## src/ame_pkg.sv

```systemverilog
`timescale 1ns / 1ps
// Shared types, constants and helpers for the accumulator machine execute unit.
// Used by the controller, the datapath and the top level.
package ame_pkg;

   localparam int MEM_WORDS = 1024;
   localparam int WORD_BITS = 32;
   localparam int MEM_AW    = $clog2(MEM_WORDS);
   localparam int ADDR_BITS = 10;

   typedef enum logic [3:0] {
      ACT_PAUSE = 4'd0,
      ACT_SET   = 4'd1,
      ACT_LOAD  = 4'd2,
      ACT_ADD   = 4'd3,
      ACT_INC   = 4'd4,
      ACT_DEC   = 4'd5,
      ACT_STORE = 4'd6,
      ACT_SHOW  = 4'd7,
      ACT_END   = 4'd8
   } action_type;

   typedef enum logic [1:0] {
      SHOW_MEM  = 2'd0,
      SHOW_ACC  = 2'd1,
      SHOW_MAR  = 2'd2,
      SHOW_MDR  = 2'd3
   } show_type;

   typedef enum logic [2:0] {
      REP_MEM   = 3'd0,
      REP_ACC   = 3'd1,
      REP_MAR   = 3'd2,
      REP_MDR   = 3'd3,
      REP_PAUSE = 3'd4,
      REP_END   = 3'd5
   } report_type;

   typedef enum logic [1:0] {
      ST_CLEAR,
      ST_IDLE,
      ST_FETCH_B,
      ST_EXEC
   } state_type;

   typedef enum logic [1:0] {
      AS_REQ_A,
      AS_B,
      AS_DEST,
      AS_CLEAR
   } addr_sel_type;

   typedef struct packed {
      logic         clear;
      logic         load;
      logic         latch_a;
      logic         exec;
      addr_sel_type addr_sel;
   } cmd_type;

   typedef struct packed {
      logic clear_last;
      logic exec_stall;
   } status_type;

   function automatic logic in_range(input logic [ADDR_BITS-1:0] addr);
      logic [31:0] ext;
      ext = 32'(addr);
      return ext < 32'(MEM_WORDS);
   endfunction

endpackage

```

## src/ame_ctrl.sv

```systemverilog
`timescale 1ns / 1ps
// Controller state machine: memory clearing pass, instruction fetch phases, execute.
// Depends on ame_pkg.
module ame_ctrl (
   input  logic                  clock,
   input  logic                  reset,
   input  logic                  req_tvalid,
   output logic                  req_tready,
   input  ame_pkg::status_type   status,
   output ame_pkg::cmd_type      cmd
);

   ame_pkg::state_type state_ff, state_in;

   always_ff @(posedge clock) begin
      if (reset) begin
         state_ff <= ame_pkg::ST_CLEAR;
      end else begin
         state_ff <= state_in;
      end
   end

   always_comb begin
      state_in = state_ff;
      case (state_ff)
         ame_pkg::ST_CLEAR: begin
            if (status.clear_last) begin
               state_in = ame_pkg::ST_IDLE;
            end
         end
         ame_pkg::ST_IDLE: begin
            if (req_tvalid) begin
               state_in = ame_pkg::ST_FETCH_B;
            end
         end
         ame_pkg::ST_FETCH_B: begin
            state_in = ame_pkg::ST_EXEC;
         end
         ame_pkg::ST_EXEC: begin
            if (!status.exec_stall) begin
               state_in = ame_pkg::ST_IDLE;
            end
         end
         default: begin
            state_in = ame_pkg::ST_CLEAR;
         end
      endcase
   end

   always_comb begin
      req_tready   = 1'b0;
      cmd.clear    = 1'b0;
      cmd.load     = 1'b0;
      cmd.latch_a  = 1'b0;
      cmd.exec     = 1'b0;
      cmd.addr_sel = ame_pkg::AS_REQ_A;
      case (state_ff)
         ame_pkg::ST_CLEAR: begin
            cmd.clear    = 1'b1;
            cmd.addr_sel = ame_pkg::AS_CLEAR;
         end
         ame_pkg::ST_IDLE: begin
            req_tready   = 1'b1;
            cmd.load     = req_tvalid;
            cmd.addr_sel = ame_pkg::AS_REQ_A;
         end
         ame_pkg::ST_FETCH_B: begin
            cmd.latch_a  = 1'b1;
            cmd.addr_sel = ame_pkg::AS_B;
         end
         ame_pkg::ST_EXEC: begin
            cmd.exec     = !status.exec_stall;
            cmd.addr_sel = ame_pkg::AS_DEST;
         end
         default: begin
            cmd.addr_sel = ame_pkg::AS_REQ_A;
         end
      endcase
   end

endmodule

```

## config.mk

```make
export PLATFORM = sky130hd
export DESIGN_NAME = ame_ctrl
export DESIGN_NICKNAME = d
export VERILOG_FILES = /design/src/ame_pkg.sv /design/src/ame_ctrl.sv
export SDC_FILE = /design/constraint.sdc
export NUM_CORES = 1
export LEC_CHECK = 0
export ABC_AREA = 1
export BUFFER_PORTS_ARGS = -buffer_cell sky130_fd_sc_hd__buf_2
export CORE_AREA = 2 2 39 41
export DETAILED_ROUTE_END_ITERATION = 10
export DIE_AREA = 0 0 41 43
export PLACE_DENSITY_LB_ADDON = 0.05
export SLEW_MARGIN = 20
export SYNTH_ARGS = -nofsm -noshare
export SYNTH_HDL_FRONTEND = slang
export SYNTH_SLANG_ARGS = --single-unit
```

## constraint.sdc

```tcl
create_clock -name clock -period 1.8 [get_ports clock]
set_input_delay 0.36 -clock clock [delete_from_list [all_inputs] [get_ports clock]]
set_output_delay 0.36 -clock clock [all_outputs]
set_load 0.03 [all_outputs]
```

==> results of run 1 <==
metrics by stage:
stage               hold WS, ps  power, W
finish                      378  0.000594
global route                409  0.000661
CTS                         374  0.000606
detailed placement          619  0.000499
global placement            623  0.000508
floorplan                   516  0.000403
power breakdown:
part / leakage, nW / switching [W] / internal (W)
Clock: 0.0138 / 0.0000230 / 0.0000733
Sequential: 0.0169 / 0.0000173 / 0.0000655
Combinational: 0.181 / 0.000282 / 0.000133
Total: 0.212 / 0.000322 / 0.000272
cell usage in the layout, fill, tap and decap left out:
cell type / n
inv_1: 10
dfxtp_2: 1
nand2_2: 2
ha_2: 1
buf_2: 11
or2_2: 1
nand3_2: 1
nand2_1: 5
nor2_1: 3
clkbuf_4: 3
nand2_4: 1
nand4_1: 2
ha_1: 4
dfxtp_1: 1
synth_stat cells:
| master | instances | area, sq um |
|---|---|---|
| dfxtp_1 | 2 | 40.0 |
| ha_1 | 5 | 62.6 |
| inv_1 | 10 | 37.5 |
| nand2_1 | 5 | 18.8 |
| nand2_2 | 2 | 12.5 |
| nand2_4 | 1 | 11.3 |
| nand3_2 | 1 | 10.0 |
| nand4_1 | 2 | 12.5 |
| nor2_1 | 3 | 11.3 |
| or2_2 | 1 | 6.26 |
critical path, cell delays in order (launching register included):
cell     delay [ps]
dfxtp_1         340
inv_1           100
ha_2            210
or2_2           290
buf_2           180
layout make-up:
type	instances	area, sq um	share of cell area
tap	16	20.0	0.0618
multi-input combinational	20	148	0.456
clock buffer	3	22.5	0.0695
timing repair buffer	11	55.1	0.170
inverter	10	37.5	0.116
sequential	2	41.3	0.127
worst max path at each step:
stage                        startpoint  endpoint  slack (ps)  depth (start not counted)
2_1_floorplan  state_ff[0]$_SDFFE_PP0P_    cmd[0]         240                          3
6_report       state_ff[1]$_SDFFE_PP0P_    cmd[0]         110                          4
4_1_cts        state_ff[1]$_SDFFE_PP0P_    cmd[0]          50                          4
5_1_grt        state_ff[1]$_SDFFE_PP0P_    cmd[0]          20                          4
3_3_place_gp   state_ff[0]$_SDFFE_PP0P_    cmd[0]         280                          4
3_5_place_dp   state_ff[0]$_SDFFE_PP0P_    cmd[0]         240                          4
repair_timing:
| item | in CTS | in global routing |
|---|---|---|
| resized for setup | 1 | 1 |
| endpoints found under the setup margin | 1 | 1 |
| buffers inserted | 0 | 0 |
logic make-up (layout without fill, tap and decap cells):
family,count (synthesis),after routing,synth area share
adder cells (fa/ha/maj),5,5,0.281
buffers and inverters,10,24,0.169
AND/OR/NAND/NOR,15,15,0.371
flip-flops,2,2,0.180
layer usage:
layer / global-route usage / vias to the layer above
met1: 0.0764 / 91
met2: 0.0938 / 7
met3: 0.0314 / 0
met4: 0.0600 / 0
met5: 0 / -
li1: - / 122
==> results.toml, run 1 <==
[run_status]
status = "complete, no violations"

[clock_tree]
cts_tree = "done"
cts_root_buf = "clkbuf_4"
cts_buffers = 3
ctsLongestPathBuffers = 2
clock_latency_ps = 220
htree_levels = 1
clock_sinks = 2
holdBufCountCts = 0
clk_pin_slew_ps = 30

[sta]
tns_ps = 0
finalCritPeriodShare = 0.939
slew-limit-headroom = 0.896
setup_viol = 0
layout_min_cycle_time_ps = 1690
rsz0062_at_grt = "no"
maxSlewViolCount = 0
hold_viol_final = 0
fin_ws_ps = 111
timing.fmax_mhz = 592
tightest_slew_ps = 157
fin_skew_ps = 1.07

[placement]
numPlacedInstances = 59
numPortBuffers = 11
place_congestion = 0.595
place_area_sq_um = 298
dp_slack_ps = 237
dpl.hpwl_microns = 394

[worst_hold_path]
hp-class = "primary input to flop"
hold_start = "reset"
hold_end = "state_ff[0]$_SDFFE_PP0P_"
whs_path_depth = 4

[synth]
netlist_area_sq_um = 223
yosysWarnings = 0
ys_seq_elements = 2
ys_types = 10
ys_seq_area_frac = 0.180
synthesis.nets = 42
netlist_instances = 32
syn_area_per_cell_sq_um = 6.96

[cells_and_area]
nFillCells = 163
largest-register = "state_ff"
antenna_cells = 0
design_area_sq_um = 324
final_util = 0.234
drive_gt1_frac = 0.457
top_regs = "state_ff: 2 flops"
finalNonFillerCells = 62
layout.nets = 58
largest_register_ff_count = 2
areaGrowthSynthToFinish_pct = 45.5

[drt]
drcViolationCount = 0
wl_met3_microns = 49
met1_length_microns = 184
wl_per_cell_microns = 7.23
routed.top_layer = "met3"
detail-route-antenna-nets = 0
drt-vias-per-instance = 3.55
totalWireLength_microns = 448
firstDrtPassIters = 2
wl_met2_microns = 214
vias = 220
drt_first_iter_violations = 2

[worst_setup_path]
r2r_start = "state_ff[1]$_SDFFE_PP0P_"
r2r_end = "state_ff[1]$_SDFFE_PP0P_"
cp.required_ps = 1440
criticalPathCategory = "flop to output pin"
r2r_cells = 7
critPathArrivalTime_ps = 1330
r2r_setup_slack_ps = 710
crit_path_max_fanout = 4
crit_path_end_kind = "output pin"
setup.worst_path.start_class = "flop"

[die]
fp.dieH_microns = 43
start_util = 0.161
dieWidth_microns = 41
die-area_sq_um = 1760
coreArea_sq_um = 1380
rows = 14
io_pins = 12

[grt]
antenna_found_initial = 0
grt_max_degree = 5
grt_overflow_total = 0
grt_pass1_wl_microns = 779
grt_pass1_vias = 208
track_usage = 0.0691

[flow_run]
cap_violations = 0

[power]
powerDensity_nw_per_um2 = 1830
ir_worst_vdd_mv = 0.551
p_leak_nw = 0.212
(Power assumes the default switching activity.)
==> inputs of run 2 (changes only) <==
--- a/config.mk
+++ b/config.mk
@@ -8,6 +8,7 @@
 export ABC_AREA = 1
 export BUFFER_PORTS_ARGS = -buffer_cell sky130_fd_sc_hd__buf_2
 export CORE_AREA = 2 2 39 41
+export CTS_BUF_LIST = sky130_fd_sc_hd__clkbuf_8 sky130_fd_sc_hd__clkbuf_16
 export DETAILED_ROUTE_END_ITERATION = 10
 export DIE_AREA = 0 0 41 43
 export PLACE_DENSITY_LB_ADDON = 0.05
==> results.toml, run 2 (same netlist as run 1, synthesis figures left out) <==
[sta]
setup_viol = 0
fin_skew_ps = 0.749
maxSlewViolCount = 0
rsz0062_at_grt = "no"
slew-limit-headroom = 0.896
layout_min_cycle_time_ps = 1680
hold_viol_final = 0
timing.fmax_mhz = 596
fin_ws_ps = 122
tns_ps = 0
tightest_slew_ps = 157
finalCritPeriodShare = 0.932

[worst_setup_path]
crit_path_end_kind = "output pin"
r2r_start = "state_ff[1]$_SDFFE_PP0P_"
criticalPathCategory = "flop to output pin"
setup.worst_path.start_class = "flop"
cp.required_ps = 1440
critPathArrivalTime_ps = 1320
crit_path_max_fanout = 4
crit_path_start = "state_ff[1]$_SDFFE_PP0P_"

[die]
coreArea_sq_um = 1380
start_util = 0.161
io_pins = 12
dieWidth_microns = 41
rows = 14
fp.dieH_microns = 43
die-area_sq_um = 1760

[flow_run]
cap_violations = 0

[clock_tree]
ctsLongestPathBuffers = 2
cts_tree = "done"
cts_root_buf = "clkbuf_8"
htree_levels = 1
clock_latency_ps = 210
clock_sinks = 2
clk_pin_slew_ps = 30
cts_buffers = 3

[drt]
firstDrtPassIters = 2
wl_per_cell_microns = 7.68
drt_first_iter_violations = 2
detail-route-antenna-nets = 0
drt-vias-per-instance = 3.60
vias = 223
totalWireLength_microns = 476
drcViolationCount = 0

[cells_and_area]
antenna_cells = 0
areaGrowthSynthToFinish_pct = 53.9
largest_register_ff_count = 2
mostFrequentLayoutCells = "11 x buf_2, 10 x inv_1, 5 x nand2_1"
nFillCells = 164
largest-register = "state_ff"
layout.nets = 58
drive_gt1_frac = 0.457
top_regs = "state_ff: 2 flops"
finalNonFillerCells = 62
mostFrequentLayoutCell = "buf_2"

[placement]
place_congestion = 0.595
numPlacedInstances = 59
dpl.hpwl_microns = 394
numPortBuffers = 11
dp_slack_ps = 237

[power]
ir_worst_vdd_mv = 0.415
p_leak_nw = 0.219
powerDensity_nw_per_um2 = 1960

[worst_hold_path]
hold_start = "reset"
hp-class = "primary input to flop"

[grt]
grt_pass1_wl_microns = 800
antenna_found_initial = 0
grt_overflow_total = 0
grt_max_degree = 5
grt_pass1_vias = 208
track_usage = 0.0761

[run_status]
status = "complete, no violations"
[run 2: cell type report]
cell class | instances | area (sq um) | area share
tap | 16 | 20.0 | 0.0584
clock buffer | 3 | 41.3 | 0.120
sequential | 2 | 41.3 | 0.120
inverter | 10 | 37.5 | 0.109
timing repair buffer | 11 | 55.1 | 0.161
multi-input combinational | 20 | 148 | 0.431
[run 2: final timing paths]
| check | endpoint | slack [ps] | cells after the start |
|---|---|---|---|
| worst max-delay path | cmd[0] | 120 | 4 |
| worst min-delay path | state_ff[0]$_SDFFE_PP0P_ | 390 | 4 |
| worst max register to register | state_ff[1]$_SDFFE_PP0P_ | 710 | 7 |
| worst min register to register | state_ff[0]$_SDFFE_PP0P_ | 610 | 4 |
[run 2: routing by layer]
metal	share of wire	wire length [microns]	up-vias	track usage
li1	-	-	122	-
met3	0.11	53	2	0.0314
met4	0.017	8	0	0.100
met1	0.40	190	90	0.0764
met5	0	0	-	0
met2	0.47	225	9	0.0969
[run 2: where the power goes]
group | total [W] | switching, W | internal, W
logic | 0.000415 | 0.000282 | 0.000133
registers | 0.0000828 | 0.0000173 | 0.0000656
clock network | 0.000176 | 0.0000348 | 0.000141
total | 0.000674 | 0.000334 | 0.000340
[run 2: timing repair]
action,in CTS,in global routing
gates resized for setup,0,2
endpoints found under the setup margin,0,1
hold buffers,0,0
setup buffers,0,0
[run 2: worst max-delay path, cell delays in order, from the launching register on]
cell and delay [ps]:
dfxtp_1 340, inv_1 90, ha_2 210, or2_2 290
buf_2 180
[run 2: metrics by stage]
| stage | area (sq um) | hold WS [ps] | util | total power (W) |
|---|---|---|---|---|
| after CTS | 339 | 397 | 0.245 | 0.000683 |
| after floorplan | 223 | 516 | - | 0.000403 |
| after detailed placement | 298 | 619 | 0.215 | 0.000499 |
| after global placement | 298 | 623 | 0.215 | 0.000508 |
| after global routing | 343 | 425 | 0.248 | 0.000739 |
| final | 343 | 388 | 0.248 | 0.000674 |
==> inputs of run 3 (changes only) <==
--- a/config.mk
+++ b/config.mk
@@ -7,10 +7,10 @@
 export LEC_CHECK = 0
 export ABC_AREA = 1
 export BUFFER_PORTS_ARGS = -buffer_cell sky130_fd_sc_hd__buf_2
-export CORE_AREA = 2 2 39 41
+export CORE_AREA = 4 4 41 43
 export CTS_BUF_LIST = sky130_fd_sc_hd__clkbuf_8 sky130_fd_sc_hd__clkbuf_16
 export DETAILED_ROUTE_END_ITERATION = 10
-export DIE_AREA = 0 0 41 43
+export DIE_AREA = 0 0 45 47
 export PLACE_DENSITY_LB_ADDON = 0.05
 export SLEW_MARGIN = 20
 export SYNTH_ARGS = -nofsm -noshare
==> constraint.sdc (replaced) <==
create_clock -name clock -period 1.8 [get_ports clock]
set_input_delay 0.18 -clock clock [delete_from_list [all_inputs] [get_ports clock]]
set_output_delay 0.18 -clock clock [all_outputs]
set_load 0.03 [all_outputs]
==> results.toml, run 3 (same netlist as run 1, synthesis figures left out) <==
[run_status]
status = "complete, no violations"

[cells_and_area]
multi_input_area_sq_um = 145
antenna_cells = 0
largest_register_ff_count = 2
regArea_sq_um = 40.0
finalNonFillerCells = 61
areaGrowthSynthToFinish_pct = 51.7
mostFrequentLayoutCells = "11 x buf_2, 10 x inv_1, 5 x nand2_1, 5 x ha_1"
mostFrequentLayoutCell = "buf_2"
largest-register = "state_ff"
drive_gt1_frac = 0.413
layout.nets = 58
top_regs = "state_ff: 2 flops"
nFillCells = 155

[clock_tree]
cts_resized = 0
clk_pin_slew_ps = 30
holdBufCountCts = 0
ctsLongestPathBuffers = 2
htree_levels = 1
cts_buffers = 3
postCtsSetupBuffers = 0
clock_sinks = 2
cts_root_buf = "clkbuf_8"
clock_latency_ps = 210
cts_tree = "done"

[worst_setup_path]
crit_path_end_kind = "output pin"
critPathArrivalTime_ps = 1400
cp.required_ps = 1620
setup.worst_path.start_class = "flop"
crit_path_max_fanout = 4
criticalPathCategory = "flop to output pin"

[die]
io_pins = 12
coreArea_sq_um = 1300
start_util = 0.171
die-area_sq_um = 2120
dieWidth_microns = 45
rows = 13
fp.dieH_microns = 47

[grt]
antenna_found_initial = 0
track_usage = 0.0647
grt_pass1_wl_microns = 917
grt_max_degree = 5
grt_overflow_total = 0
grt_pass1_vias = 221

[sta]
layout_min_cycle_time_ps = 1580
finalCritPeriodShare = 0.877
tightest_slew_ps = 155
slew-limit-headroom = 0.897
fin_skew_ps = 2.33
maxSlewViolCount = 0
tns_ps = 0
rsz0062_at_grt = "no"
setup_viol = 0
hold_viol_final = 0
timing.fmax_mhz = 634

[drt]
totalWireLength_microns = 542
firstDrtPassIters = 3
drt-vias-per-instance = 3.77
vias = 230
drcViolationCount = 0
drt_first_iter_violations = 3
wl_per_cell_microns = 8.89
detail-route-antenna-nets = 0

[placement]
place_congestion = 0.699
numPortBuffers = 11
dpl.hpwl_microns = 449
numPlacedInstances = 58

[flow_run]
cap_violations = 0

[power]
powerDensity_nw_per_um2 = 1980
ir_worst_vdd_mv = 0.401
p_leak_nw = 0.220

[worst_hold_path]
hp-class = "primary input to flop"
## run 3: cell counts in the layout (fill, tap and decap cells not counted)
No cell type changed its count.
## run 3: path summary, 6_finish.rpt
| kind | endpoint | slack [ps] | cells past startpoint | start |
|---|---|---|---|---|
| max reg2reg | state_ff[1]$_SDFFE_PP0P_ | 670 | 7 | state_ff[0]$_SDFFE_PP0P_ |
| min | state_ff[0]$_SDFFE_PP0P_ | 220 | 4 | reset |
| max | cmd[0] | 220 | 4 | state_ff[0]$_SDFFE_PP0P_ |
| min reg2reg | state_ff[0]$_SDFFE_PP0P_ | 620 | 4 | state_ff[0]$_SDFFE_PP0P_ |
## run 3: metal layers
metal | up-vias | part of all wire | track usage
met5 | - | 0 | 0
met4 | 0 | 0.028 | 0.0702
met3 | 2 | 0.10 | 0.0268
met2 | 11 | 0.48 | 0.0989
met1 | 97 | 0.39 | 0.0633
li1 | 120 | - | -
## run 3: critical path, stage by stage, from the launching register on
cell,delay (ps)
dfxtp_1,370
inv_1,90
ha_1,250
or2_2,300
buf_2,180
## run 3: cell type report
type,count,share of cell area
clock buffers,3,0.122
multi-input cells,20,0.430
inverters,10,0.111
well taps,15,0.0556
repair buffers,11,0.163
flip-flops and latches,2,0.119
## run 3: stage by stage
stage	hold slack (ps)	area, sq um	util	power, W	setup WS [ps]
after floorplan	336	223	-	0.000403	415
after global placement	439	297	0.228	0.000507	456
after detailed placement	437	297	0.228	0.000503	423
after CTS	215	338	0.260	0.000685	202
after global routing	252	338	0.260	0.000736	127
final	216	338	0.260	0.000669	222
## run 3: where the power goes
part | total, W | internal, W | switching (W)
Sequential | 0.0000803 | 0.0000633 | 0.0000171
Combinational | 0.000412 | 0.000129 | 0.000283
Clock | 0.000177 | 0.000141 | 0.0000353
